File: src/hdl/tfra_pkg.sv
package tfra_pkg;

  localparam int COORD_BITS  = 12;
  localparam int STAGES      = 16;
  localparam int SHIFT_BITS  = (STAGES > 1) ? $clog2(STAGES) : 1;
  localparam int GUARD_BITS  = 8;
  localparam int INT_FRAC    = 16;
  localparam int OUT_FRAC    = 6;
  localparam int ROUND_SHIFT = INT_FRAC - OUT_FRAC;
  // difference scaled by guard bits, plus gain and growth headroom
  localparam int VW          = COORD_BITS + 1 + GUARD_BITS + 3;
  localparam int ZW          = 26;
  localparam int MW          = VW + 1;
  localparam int THR_BITS    = 14;
  localparam int DELTA_BITS  = 15;
  localparam int NVEC        = 7;

  localparam logic signed [ZW-1:0] QUARTER = ZW'(90 <<< INT_FRAC);
  localparam logic signed [ZW:0]   HALF    = (ZW+1)'(180 <<< INT_FRAC);
  localparam logic signed [ZW:0]   FULL    = (ZW+1)'(360 <<< INT_FRAC);
  localparam logic signed [DELTA_BITS-1:0] LIM = DELTA_BITS'(180 <<< OUT_FRAC);
  localparam logic [THR_BITS-1:0] MIN_ROT_RESET = THR_BITS'(128);

  typedef struct packed {
    logic [COORD_BITS-1:0] prev_first_x;
    logic [COORD_BITS-1:0] prev_first_y;
    logic [COORD_BITS-1:0] prev_second_x;
    logic [COORD_BITS-1:0] prev_second_y;
    logic [COORD_BITS-1:0] curr_first_x;
    logic [COORD_BITS-1:0] curr_first_y;
    logic [COORD_BITS-1:0] curr_second_x;
    logic [COORD_BITS-1:0] curr_second_y;
  } in_word_t;

  typedef struct packed {
    logic signed [DELTA_BITS-1:0] rotation_delta;
    logic                         fingers_swapped;
  } out_word_t;

  typedef struct packed {
    logic signed [VW-1:0] x;
    logic signed [VW-1:0] y;
    logic signed [ZW-1:0] z;
  } vec_t;

  function automatic logic signed [ZW-1:0] atan_lut(input int i);
    logic signed [ZW-1:0] r;
    case (i)
      0: r = 2949120;   1: r = 1740967;  2: r = 919879;  3: r = 466945;
      4: r = 234379;    5: r = 117304;   6: r = 58666;   7: r = 29335;
      8: r = 14668;     9: r = 7334;     10: r = 3667;   11: r = 1833;
      12: r = 917;      13: r = 458;     14: r = 229;    15: r = 115;
      16: r = 57;       17: r = 29;      18: r = 14;     19: r = 7;
      20: r = 4;        21: r = 2;       22: r = 1;
      default: r = '0;
    endcase
    return r;
  endfunction

endpackage

File: src/hdl/tfra_front.sv
// differences, zero marks and quadrant pre-rotation
module tfra_front (
  input  logic                clk,
  input  logic                rst,
  input  logic                vld_in,
  input  tfra_pkg::in_word_t  w,
  output logic                vld_out,
  output tfra_pkg::vec_t      v_out [tfra_pkg::NVEC],
  output logic [tfra_pkg::NVEC-1:0] zero_out
);
  localparam int DW = tfra_pkg::COORD_BITS + 1;
  logic signed [DW-1:0] dx [tfra_pkg::NVEC];
  logic signed [DW-1:0] dy [tfra_pkg::NVEC];
  tfra_pkg::vec_t v_next [tfra_pkg::NVEC];
  logic [tfra_pkg::NVEC-1:0] zero_next;

  function automatic logic signed [DW-1:0] sub(input logic [tfra_pkg::COORD_BITS-1:0] a,
                                                input logic [tfra_pkg::COORD_BITS-1:0] b);
    return $signed({1'b0, a}) - $signed({1'b0, b});
  endfunction

  always_comb begin
    // lanes: d00 d11 d01 d10, prev pair, current pair straight, current pair crossed
    dx[0] = sub(w.curr_first_x, w.prev_first_x);   dy[0] = sub(w.curr_first_y, w.prev_first_y);
    dx[1] = sub(w.curr_second_x, w.prev_second_x); dy[1] = sub(w.curr_second_y, w.prev_second_y);
    dx[2] = sub(w.curr_first_x, w.prev_second_x);  dy[2] = sub(w.curr_first_y, w.prev_second_y);
    dx[3] = sub(w.curr_second_x, w.prev_first_x);  dy[3] = sub(w.curr_second_y, w.prev_first_y);
    dx[4] = sub(w.prev_second_x, w.prev_first_x);  dy[4] = sub(w.prev_second_y, w.prev_first_y);
    dx[5] = sub(w.curr_second_x, w.curr_first_x);  dy[5] = sub(w.curr_second_y, w.curr_first_y);
    dx[6] = sub(w.curr_first_x, w.curr_second_x);  dy[6] = sub(w.curr_first_y, w.curr_second_y);
    for (int k = 0; k < tfra_pkg::NVEC; k++) begin
      logic signed [tfra_pkg::VW-1:0] sx, sy;
      sx = tfra_pkg::VW'(dx[k]) <<< tfra_pkg::GUARD_BITS;
      sy = tfra_pkg::VW'(dy[k]) <<< tfra_pkg::GUARD_BITS;
      zero_next[k] = (dx[k] == '0) && (dy[k] == '0);
      if (!sx[tfra_pkg::VW-1]) begin
        v_next[k].x = sx; v_next[k].y = sy; v_next[k].z = '0;
      end else if (!sy[tfra_pkg::VW-1]) begin
        v_next[k].x = sy; v_next[k].y = -sx; v_next[k].z = tfra_pkg::QUARTER;
      end else begin
        v_next[k].x = -sy; v_next[k].y = sx; v_next[k].z = -tfra_pkg::QUARTER;
      end
    end
  end

  always_ff @(posedge clk) begin
    if (rst) begin
      vld_out <= 1'b0;
    end else begin
      vld_out <= vld_in;
    end
    v_out    <= v_next;
    zero_out <= zero_next;
  end
endmodule

File: config.mk
export PLATFORM = sky130hd
export DESIGN_NAME = tfra_front
export DESIGN_NICKNAME = d
export VERILOG_FILES = /design/src/hdl/tfra_pkg.sv /design/src/hdl/tfra_front.sv
export SDC_FILE = /design/constraint.sdc
export NUM_CORES = 1
export LEC_CHECK = 0
export ABC_CLOCK_PERIOD_IN_PS = 3800
export BUFFER_PORTS_ARGS = -buffer_cell sky130_fd_sc_hd__buf_4
export CORE_MARGIN = 4
export CORE_UTILIZATION = 34
export CTS_CLUSTER_SIZE = 16
export DETAILED_ROUTE_END_ITERATION = 8
export PLACE_DENSITY = 0.61
export SYNTH_ARGS = -nofsm -noshare
export SYNTH_HDL_FRONTEND = slang
export SYNTH_SLANG_ARGS = --single-unit
File: constraint.sdc
create_clock -name clk -period 3.8 [get_ports clk]
set_input_delay 0.19 -clock clk [delete_from_list [all_inputs] [get_ports clk]]
set_output_delay 0.19 -clock clk [all_outputs]
set_load 0.005 [all_outputs]
==> results by group <==
Drt
  • Via count: 18,900
  • DR WL met3: 5560 um
  • Starting DRT DRC Count: 1,420
  • Drc violations: 0
  • DR top layer: met5
  • DR vias/cell: 5.06
  • First drt pass iteration count: 6
  • Met2 routed WL: 35,200 um
  • Wirelength per Cell: 20.3 um
  • WL met1: 32,300 um
  • Routed Antenna Nets: 0
  • Total length of routed wires: 75,700 um

Place
  • Post-DP HPWL: 62,800 um
  • Placer Congestion: 0.970
  • IO Port Bufs: 393
  • Area post-placement: 23,500 um^2
  • Placed cell count: 3,666

STA
  • Final hold violations: 0
  • Final slew viol count: 0
  • Max-Slew Margin vs Limit: 44.9%
  • RSZ-0062 raised after global routing: no
  • FMAX: 0.352 GHz
  • Ratio of final minimum period to clock period: 74.8%
  • # setup viols final: 0
  • Minimum clock period: 2840 ps
  • Min Hold Slack: 98.2 ps
  • Setup_tns: 0 ps
  • Worst-Margin Slew: 825 ps

Floorplanning
  • Initial core utilization: 34.4%
  • Row cnt: 90
  • Die width: 255 um
  • Die Area: 65,300 um^2
  • CORE AREA: 60,500 um^2
  • Num ports: 625
  • DIE HEIGHT: 255 um

Setup path
  • Cell breakdown of the critical path: buf_4 -> inv_1 -> ha_1 -> nor2b_1 -> o31a_1 -> o21ai_1 -> xor2_1 -> o2111ai_1 -> or3_1 -> nor3_1 -> nor4b_2
  • Crit. End Element: flip-flop
  • Crit-path slowest cell: xor2_1
  • Crit-path max FO: 4
  • Worst Path Required: 4270 ps
  • Crit path from: w[73]
  • Setup CP Type: in2reg
  • Worst setup SP type: input port
  • Max incr delay on CP: 440 ps
  • WP data arrival: 3310 ps

Hold path
  • HP Class: in2reg
  • Worst Hold Depth: 3
  • HP Start: w[48]

Synthesis
  • #FFs+latches synth: 246
  • Avg Cell Area, Syn: 8.12 um^2
  • Synth Area in Compound Gates: 20.1%
  • Post-Synth Simple-Gate Area: 16.1%
  • Post-synth EDFFs: 0
  • Synth cell count leaders: buf_4, dfxtp_1, nor2_1
  • Share of the synthesized area in the top cell type: 23.6%
  • Mux cell area share after synthesis: 3.59%
  • Register area share after synthesis: 23.6%
  • Post-Syn Area: 20,800 um^2
  • Largest cells by area after synthesis: dfxtp_1, ha_1, buf_4, xor2_1, xnor2_1
  • Synth Flop Type: dfxtp_1
  • Most frequent cell after synthesis: buf_4
  • Synth Area in Adders: 12.3%
  • Largest family of logic cells by synthesized area: compound AO/OA/AOI/OAI gates
  • Yosys warnings: 0
  • Biggest area consumer among synthesized cells: dfxtp_1
  • Synth cell types: 99
  • Synth Area in XOR/XNOR: 9.30%
  • Cells after synthesis: 2,565
  • Asr flop ratio synth: 0%

Pwr
  • LEAKAGE: 11.6 nW
  • Power per cell area: 465 nW/um^2
  • Maximum vdd drop: 294 uV

CTS
  • Clock Sinks: 246
  • Setup repair bufs after CTS: 0
  • H-tree depth: 1
  • Longest Clk Path Bufs: 3
  • Root buf cell: clkbuf_16
  • Clock-pin slew on the worst setup and hold paths: 70 ps
  • CTS resizes: 0
  • CTS tree: yes
  • Num CTS Buffers: 28
  • # hold bufs at CTS: 2

Global routing
  • Initial antenna violation count: 11
  • Vias in the first global route: 17,500
  • Largest net degree at the start of global routing: 39
  • Gr usage total: 21.5%
  • First-pass GRT wire length: 110,000 um
  • Remaining Overflow, GRT: 0

Finish
  • Design area: 24,400 um^2
  • Area growth syn-to-layout: 17.4%
  • NumNets Final: 3,211
  • Final core utilization: 40.4%
  • Fin cells: 3,725
  • Share of layout cells above drive strength 1: 18.6%

Job
  • MaxCap Viol Count: 0

Status
  • Status: finished, final reports clean
==> area by class of cell <==
| type | count | area, um^2 |
|---|---|---|
| multi-input combinational | 2048 | 13800 |
| inverter | 169 | 634 |
| sequential | 246 | 4920 |
| antenna | 6 | 15.0 |
| fill | 6318 | 36000 |
| tap | 782 | 978 |
| timing repair buffer | 423 | 3180 |
| clock inverter | 18 | 198 |
| clock buffer | 33 | 761 |
==> worst paths after layout <==
kind	slack [ps]	end
setup / recovery	960	zero_out[4]
hold / removal	100	v_out[330]
==> where the power goes <==
group / internal, W / switching [W]
Sequential: 0.00325 / 0.000229
Clock: 0.00164 / 0.00113
Combinational: 0.00226 / 0.00287
Total: 0.00715 / 0.00422
==> cells in the final DEF (no fill, tap or decap), types with 9 or more instances in the layout <==
cell type / instances
clkbuf_16: 29
or3_1: 36
nor2_1: 187
or2_2: 23
a21oi_1: 150
o2111ai_1: 12
o21ai_0: 151
xnor2_1: 106
dfxtp_1: 246
o211ai_1: 21
o31a_1: 9
nor2b_1: 33
o31ai_1: 31
and3_1: 20
and2_1: 19
nand2_1: 166
a21o_1: 34
xor2_1: 115
a211oi_1: 26
o21a_1: 36
nand3_1: 46
a221oi_1: 9
a31oi_1: 33
nand2b_1: 21
buf_4: 421
inv_1: 164
mux2i_1: 68
nor4_1: 18
fa_1: 14
ha_1: 182
nor3_1: 47
conb_1: 252
nand4_1: 13
o41ai_1: 11
==> per-layer routing <==
metal	up-vias	GRT usage, %
li1	9194	-
met3	109	4.13
met5	-	0
met1	8815	27.6
met4	10	6.98
met2	723	36.6
==> worst max-delay path, delay by kind of cell <==
family          cells  cell delay, ps
xor+xnor            1             440
compound gates      3            1000
fa+ha+maj           1             240
simple gates        4            1170
buf+inv             2             260
==> metrics by stage <==
| stage | total power, W | worst slack (ps) |
|---|---|---|
| 6_report | 0.0114 | 958 |
| 5_1_grt | 0.0121 | 732 |
| 4_1_cts | 0.0115 | 951 |
| 3_5_place_dp | 0.00864 | 353 |
| 3_3_place_gp | 0.00865 | 293 |
| 2_1_floorplan | 0.00657 | 1060 |
==> flip-flops by register name, summed over array words and instances, names as in the netlist <==
signal and count:
zero_out 7, vld_out 1, v_out 238
==> kinds of logic (layout without fill, tap and decap cells) <==
family / count (synthesis) / count (layout)
AO/OA/AOI/OAI: 627 / 627
XOR/XNOR: 221 / 221
adder cells (fa/ha/maj): 196 / 196
buffers and inverters: 522 / 643
flip-flops: 246 / 246
multiplexers: 74 / 74
other: 1 / 258
AND/OR/NAND/NOR: 678 / 678
Power figures use the tool's default switching activity.
