$ cat src/hdl/tfra_pkg.sv
package tfra_pkg;

  localparam int COORD_BITS  = 12;
  localparam int STAGES      = 16;
  localparam int SHIFT_BITS  = (STAGES > 1) ? $clog2(STAGES) : 1;
  localparam int GUARD_BITS  = 8;
  localparam int INT_FRAC    = 16;
  localparam int OUT_FRAC    = 6;
  localparam int ROUND_SHIFT = INT_FRAC - OUT_FRAC;
  // difference scaled by guard bits, plus gain and growth headroom
  localparam int VW          = COORD_BITS + 1 + GUARD_BITS + 3;
  localparam int ZW          = 26;
  localparam int MW          = VW + 1;
  localparam int THR_BITS    = 14;
  localparam int DELTA_BITS  = 15;
  localparam int NVEC        = 7;

  localparam logic signed [ZW-1:0] QUARTER = ZW'(90 <<< INT_FRAC);
  localparam logic signed [ZW:0]   HALF    = (ZW+1)'(180 <<< INT_FRAC);
  localparam logic signed [ZW:0]   FULL    = (ZW+1)'(360 <<< INT_FRAC);
  localparam logic signed [DELTA_BITS-1:0] LIM = DELTA_BITS'(180 <<< OUT_FRAC);
  localparam logic [THR_BITS-1:0] MIN_ROT_RESET = THR_BITS'(128);

  typedef struct packed {
    logic [COORD_BITS-1:0] prev_first_x;
    logic [COORD_BITS-1:0] prev_first_y;
    logic [COORD_BITS-1:0] prev_second_x;
    logic [COORD_BITS-1:0] prev_second_y;
    logic [COORD_BITS-1:0] curr_first_x;
    logic [COORD_BITS-1:0] curr_first_y;
    logic [COORD_BITS-1:0] curr_second_x;
    logic [COORD_BITS-1:0] curr_second_y;
  } in_word_t;

  typedef struct packed {
    logic signed [DELTA_BITS-1:0] rotation_delta;
    logic                         fingers_swapped;
  } out_word_t;

  typedef struct packed {
    logic signed [VW-1:0] x;
    logic signed [VW-1:0] y;
    logic signed [ZW-1:0] z;
  } vec_t;

  function automatic logic signed [ZW-1:0] atan_lut(input int i);
    logic signed [ZW-1:0] r;
    case (i)
      0: r = 2949120;   1: r = 1740967;  2: r = 919879;  3: r = 466945;
      4: r = 234379;    5: r = 117304;   6: r = 58666;   7: r = 29335;
      8: r = 14668;     9: r = 7334;     10: r = 3667;   11: r = 1833;
      12: r = 917;      13: r = 458;     14: r = 229;    15: r = 115;
      16: r = 57;       17: r = 29;      18: r = 14;     19: r = 7;
      20: r = 4;        21: r = 2;       22: r = 1;
      default: r = '0;
    endcase
    return r;
  endfunction

endpackage

$ cat src/hdl/tfra_back.sv
// swap decision, angle delta, wrap, rounding, clamp and threshold
module tfra_back (
  input  logic                           clk,
  input  logic                           rst,
  input  logic                           vld_in,
  input  tfra_pkg::vec_t                 v_in [tfra_pkg::NVEC],
  input  logic [tfra_pkg::NVEC-1:0]      zero_in,
  input  logic [tfra_pkg::THR_BITS-1:0]  min_rotation,
  output logic                           vld_out,
  output tfra_pkg::out_word_t            word_out
);
  localparam int ZW = tfra_pkg::ZW;
  localparam int RW = ZW + 1 - tfra_pkg::ROUND_SHIFT + 1;
  localparam int DELTA_BITS_L = tfra_pkg::DELTA_BITS;

  // stage A: magnitude sums and clean angles
  logic                         a_vld, b_vld;
  logic signed [tfra_pkg::MW-1:0] s_straight, s_cross;
  logic signed [ZW-1:0]         a_angp, a_angc, a_angx;
  logic                         b_swp;
  logic signed [ZW:0]           b_delta;
  logic signed [tfra_pkg::VW-1:0] m [4];

  always_comb begin
    for (int k = 0; k < 4; k++) begin
      m[k] = zero_in[k] ? '0 : v_in[k].x;
    end
  end

  always_ff @(posedge clk) begin
    if (rst) begin
      a_vld <= 1'b0;
      b_vld <= 1'b0;
    end else begin
      a_vld <= vld_in;
      b_vld <= a_vld;
    end
    s_straight <= tfra_pkg::MW'(m[0]) + tfra_pkg::MW'(m[1]);
    s_cross    <= tfra_pkg::MW'(m[2]) + tfra_pkg::MW'(m[3]);
    a_angp     <= zero_in[4] ? '0 : v_in[4].z;
    a_angc     <= zero_in[5] ? '0 : v_in[5].z;
    a_angx     <= zero_in[6] ? '0 : v_in[6].z;
  end

  // stage B: take the current angle of the matched order and subtract the previous angle
  logic                 swp;
  logic signed [ZW-1:0] angc_eff;
  logic signed [ZW:0]   d0;
  always_comb begin
    swp = s_cross < s_straight;
    angc_eff = swp ? a_angx : a_angc;
    d0 = (ZW+1)'(angc_eff) - (ZW+1)'(a_angp);
  end
  always_ff @(posedge clk) begin
    b_swp   <= swp;
    b_delta <= d0;
  end

  // wrap into a half turn, round, clamp and drop jitter
  logic signed [ZW+1:0] d1;
  logic signed [ZW+1:0] r_abs;
  logic signed [DELTA_BITS_L-1:0] r;
  logic [RW-1:0] mag;
  logic          neg;
  always_comb begin
    d1 = (ZW+2)'(b_delta);
    if (d1 > (ZW+2)'(tfra_pkg::HALF)) d1 = d1 - (ZW+2)'(tfra_pkg::FULL);
    if (d1 < -(ZW+2)'(tfra_pkg::HALF)) d1 = d1 + (ZW+2)'(tfra_pkg::FULL);
    if (d1 > (ZW+2)'(tfra_pkg::HALF)) d1 = (ZW+2)'(tfra_pkg::HALF);
    if (d1 < -(ZW+2)'(tfra_pkg::HALF)) d1 = -(ZW+2)'(tfra_pkg::HALF);
    neg   = d1[ZW+1];
    r_abs = neg ? -d1 : d1;
    mag   = RW'((r_abs + (ZW+2)'(1 <<< (tfra_pkg::ROUND_SHIFT - 1))) >>>
                tfra_pkg::ROUND_SHIFT);
    if (mag > RW'(tfra_pkg::LIM)) mag = RW'(tfra_pkg::LIM);
    if (mag < RW'(min_rotation)) mag = '0;
    r = neg ? -DELTA_BITS_L'(mag) : DELTA_BITS_L'(mag);
  end

  always_ff @(posedge clk) begin
    if (rst) begin
      vld_out <= 1'b0;
    end else begin
      vld_out <= b_vld;
    end
    word_out.rotation_delta  <= r;
    word_out.fingers_swapped <= b_swp;
  end
endmodule

$ cat config.mk
export PLATFORM = sky130hd
export DESIGN_NAME = tfra_back
export DESIGN_NICKNAME = d
export VERILOG_FILES = /design/src/hdl/tfra_pkg.sv /design/src/hdl/tfra_back.sv
export SDC_FILE = /design/constraint.sdc
export NUM_CORES = 1
export LEC_CHECK = 0
export BUFFER_PORTS_ARGS = -buffer_cell sky130_fd_sc_hd__buf_4
export CORE_AREA = 2 2 216 218
export DETAILED_ROUTE_END_ITERATION = 10
export DIE_AREA = 0 0 218 220
export SLEW_MARGIN = 20
export SYNTH_ARGS = -nofsm -noshare
export SYNTH_HDL_FRONTEND = slang
export SYNTH_SLANG_ARGS = --single-unit
$ cat constraint.sdc
create_clock -name clk -period 14.83 [get_ports clk]
set_clock_uncertainty 0.05 [all_clocks]
set_input_delay 0.7415 -clock clk [delete_from_list [all_inputs] [get_ports clk]]
set_output_delay 0.7415 -clock clk [all_outputs]
set_load 0.02 [all_outputs]
==> flow_summary.ini <==
[timing]
drv_slew = 0
finalHoldViolCount = 0
relSlewSlack_pct = 37.7
rsz0062_at_grt = false
fin_crit_ns = 11.92
timing.final.crit_share_pct = 80.3
fmax_ghz = 0.0839
fin_tns_setup_ns = 0
setup_viol = 0
worst_slew_pin_slew_ns = 0.920

[global_routing]
grt-ovfl-total = 0
antenna_found_initial = 7
grt_usage_pct = 14.2
grt_max_degree = 55
grt_pass1_wl_um = 53800
grt_pass1_vias = 10700

[cts]
cts.htree.levels = 4
clk_pin_slew_worst_paths_ns = 0.07
clockBufferDepth = 2
clk_latency_ns = 0.46
postCtsSetupRepairBufs = 0
cts_resized = 0
clockRootBuffer = clkbuf_16
clock_sinks = 175
numCtsBuffers = 17
cts_hold_buf = 0
cts_tree = done

[logic_synthesis]
synth_cell_types = 88
ys_ff_latch = 175
synthFlopType = dfxtp_1
synth_top_cell_by_area = dfxtp_1
async_reset_ff_share_pct = 0
synth_seq_area_share_pct = 29.1
ys_warn_count = 0
synthTopCellsByArea = dfxtp_1, ha_1, nor2b_1, xnor2_1, inv_1
synth_top_area_share_pct = 29.1
netlist_area_um2 = 12000
syn_nets = 2127
syn_avg_cell_area_um2 = 8.22
synth_edf_count = 0
synthCells = 1464

[critical_path]
critPathLaunchType = register
cp_data_required_time_ns = 15.18
crit_slowest_cell = a21oi_1
crit_fanout = 14
r2r_slack_ns = 2.91
critical_path.max_stage_delay_ns = 0.71
worst_ep_arrival_time_ns = 12.27
critPathCaptureType = register
critPathKind = reg -> reg
path_common_cell = ha_1

[cells_and_area]
syn2layout_area_growth_pct = 23.1
fin_nets = 2319
layout_common_cells = buf_4, nor2b_1, dfxtp_1, inv_1, ha_1
mostFrequentLayoutCell = buf_4
drive_gt1_share_pct = 18.7

[power_and_ir_drop]
vdd_drop_max_uv = 158
sequentialPowerShare_pct = 17.9
power_frac_comb_pct = 70.1
power_leakage_uw = 0.00668
power_frac_clock_pct = 12.1
p_total_uw = 3580
p_int_uw = 1760
cellPowerDensity_nw_per_um2 = 242
power_switching_uw = 1820
p_sw_share_pct = 50.7

[floorplan]
initial_core_util_pct = 26.2
fp.dieH_um = 220
dieArea_um2 = 48000
core_area_um2 = 45900
io_pins = 559
die_width_um = 218
row_count = 79

[detailed_routing]
wirelength_um = 33600
first_iter_violations = 515
postRouteAntennaNets = 0
drc_errors = 0
wl_per_cell_um = 14.7
firstDrtPassIters = 5
routed-via-count = 10700
detail_route.vias_per_cell = 4.69

[place]
dpl.hpwl_um = 27800
io_buffers = 214
gp_congestion = 0.847

[outcome]
outcome = complete, no violations

[min_path]
holdCritPathClass = reg -> reg

[run]
drv_cap = 0
## per-stage QoR
step           hold WS, ns  std cells  setup WS (ns)  instance area [µm²]  util (%)
2_1_floorplan        0.260       1464           4.13                12000         -
3_3_place_gp         0.262       2244           3.09                14200      31.1
3_5_place_dp         0.264       2244           2.96                14200      31.1
4_1_cts              0.283       2276           2.90                14800      32.3
5_1_grt              0.300       2276           1.64                14800      32.3
6_report             0.283       2279           2.91                14800      32.3
## area by class of cell
| class | count | area (µm²) |
|---|---|---|
| flip-flops and latches | 175 | 3500 |
| inverters | 131 | 492 |
| repair buffers | 217 | 1630 |
| multi-input cells | 1114 | 7860 |
| fillers | 4858 | 31000 |
| well taps | 607 | 759 |
| diodes | 3 | 7.51 |
| clock buffers | 19 | 433 |
| clock inverters | 13 | 126 |
## synthesized netlist by cell type, types with 5 or more instances
master	count
a211o_1	6
a211oi_1	9
a21boi_0	16
a21o_1	36
a21oi_1	76
a311oi_1	7
a31oi_1	23
and2_1	13
buf_2	9
clkbuf_1	33
dfxtp_1	175
ha_1	118
inv_1	126
mux2_2	28
nand2_1	73
nand2b_1	18
nand3_1	21
nand4_1	13
nor2_1	110
nor2b_1	185
nor3_1	28
nor4_1	11
o211ai_1	8
o21a_1	14
o21ai_0	72
o21bai_1	5
o22ai_1	7
o31a_1	5
o31ai_1	11
o41ai_1	7
or2_2	10
or3_1	9
xnor2_1	56
xor2_1	24
## final timing paths
check	start	endpoint	cells past startpoint
min reg2reg	b_swp$_DFF_P_	word_out[0]$_DFF_P_	0
min	b_swp$_DFF_P_	word_out[0]$_DFF_P_	0
max reg2reg	b_delta[5]$_DFF_P_	word_out[11]$_DFF_P_	49
max	b_delta[5]$_DFF_P_	word_out[11]$_DFF_P_	49
## cell families after synthesis
kind of cell	share of synthesized area (%)
XOR/XNOR	6.14
flip-flops	29.1
adder cells (fa/ha/maj)	12.8
AND/OR/NAND/NOR	24.0
AO/OA/AOI/OAI	19.2
multiplexers	3.12
buffers and inverters	5.68
## critical path, delay by kind of cell, from the launching register on
kind	cells	cell delay (ns)
adder cells (fa/ha/maj)	5	1.71
XOR/XNOR	1	0.23
AND/OR/NAND/NOR	20	4.45
buffers and inverters	5	0.93
AO/OA/AOI/OAI	18	4.15
flip-flops	1	0.30
## flip-flops by register name (all words and copies together) (netlist names)
name	count
b_vld	1
a_vld	1
b_delta	27
a_angc	26
s_cross	25
b_swp	1
a_angp	26
vld_out	1
a_angx	26
s_straight	25
word_out	16
## power groups by stage
stage | Sequential [µW] | Combinational (µW) | Clock, µW
6_report | 640 | 2510 | 432
5_1_grt | 654 | 2790 | 467
4_1_cts | 641 | 2500 | 447
3_5_place_dp | 651 | 2480 | 0
3_3_place_gp | 648 | 2440 | 0
2_1_floorplan | 627 | 1940 | 0
## layer usage
metal	vias to the layer above	global-route usage, %	part of all wire (%)
met1	4865	16.9	43
met3	44	3.80	6.4
li1	5472	-	-
met4	6	4.63	1.9
met2	296	24.9	48
met5	-	0	0.15
Note: power is estimated with default switching activity, not from simulation.
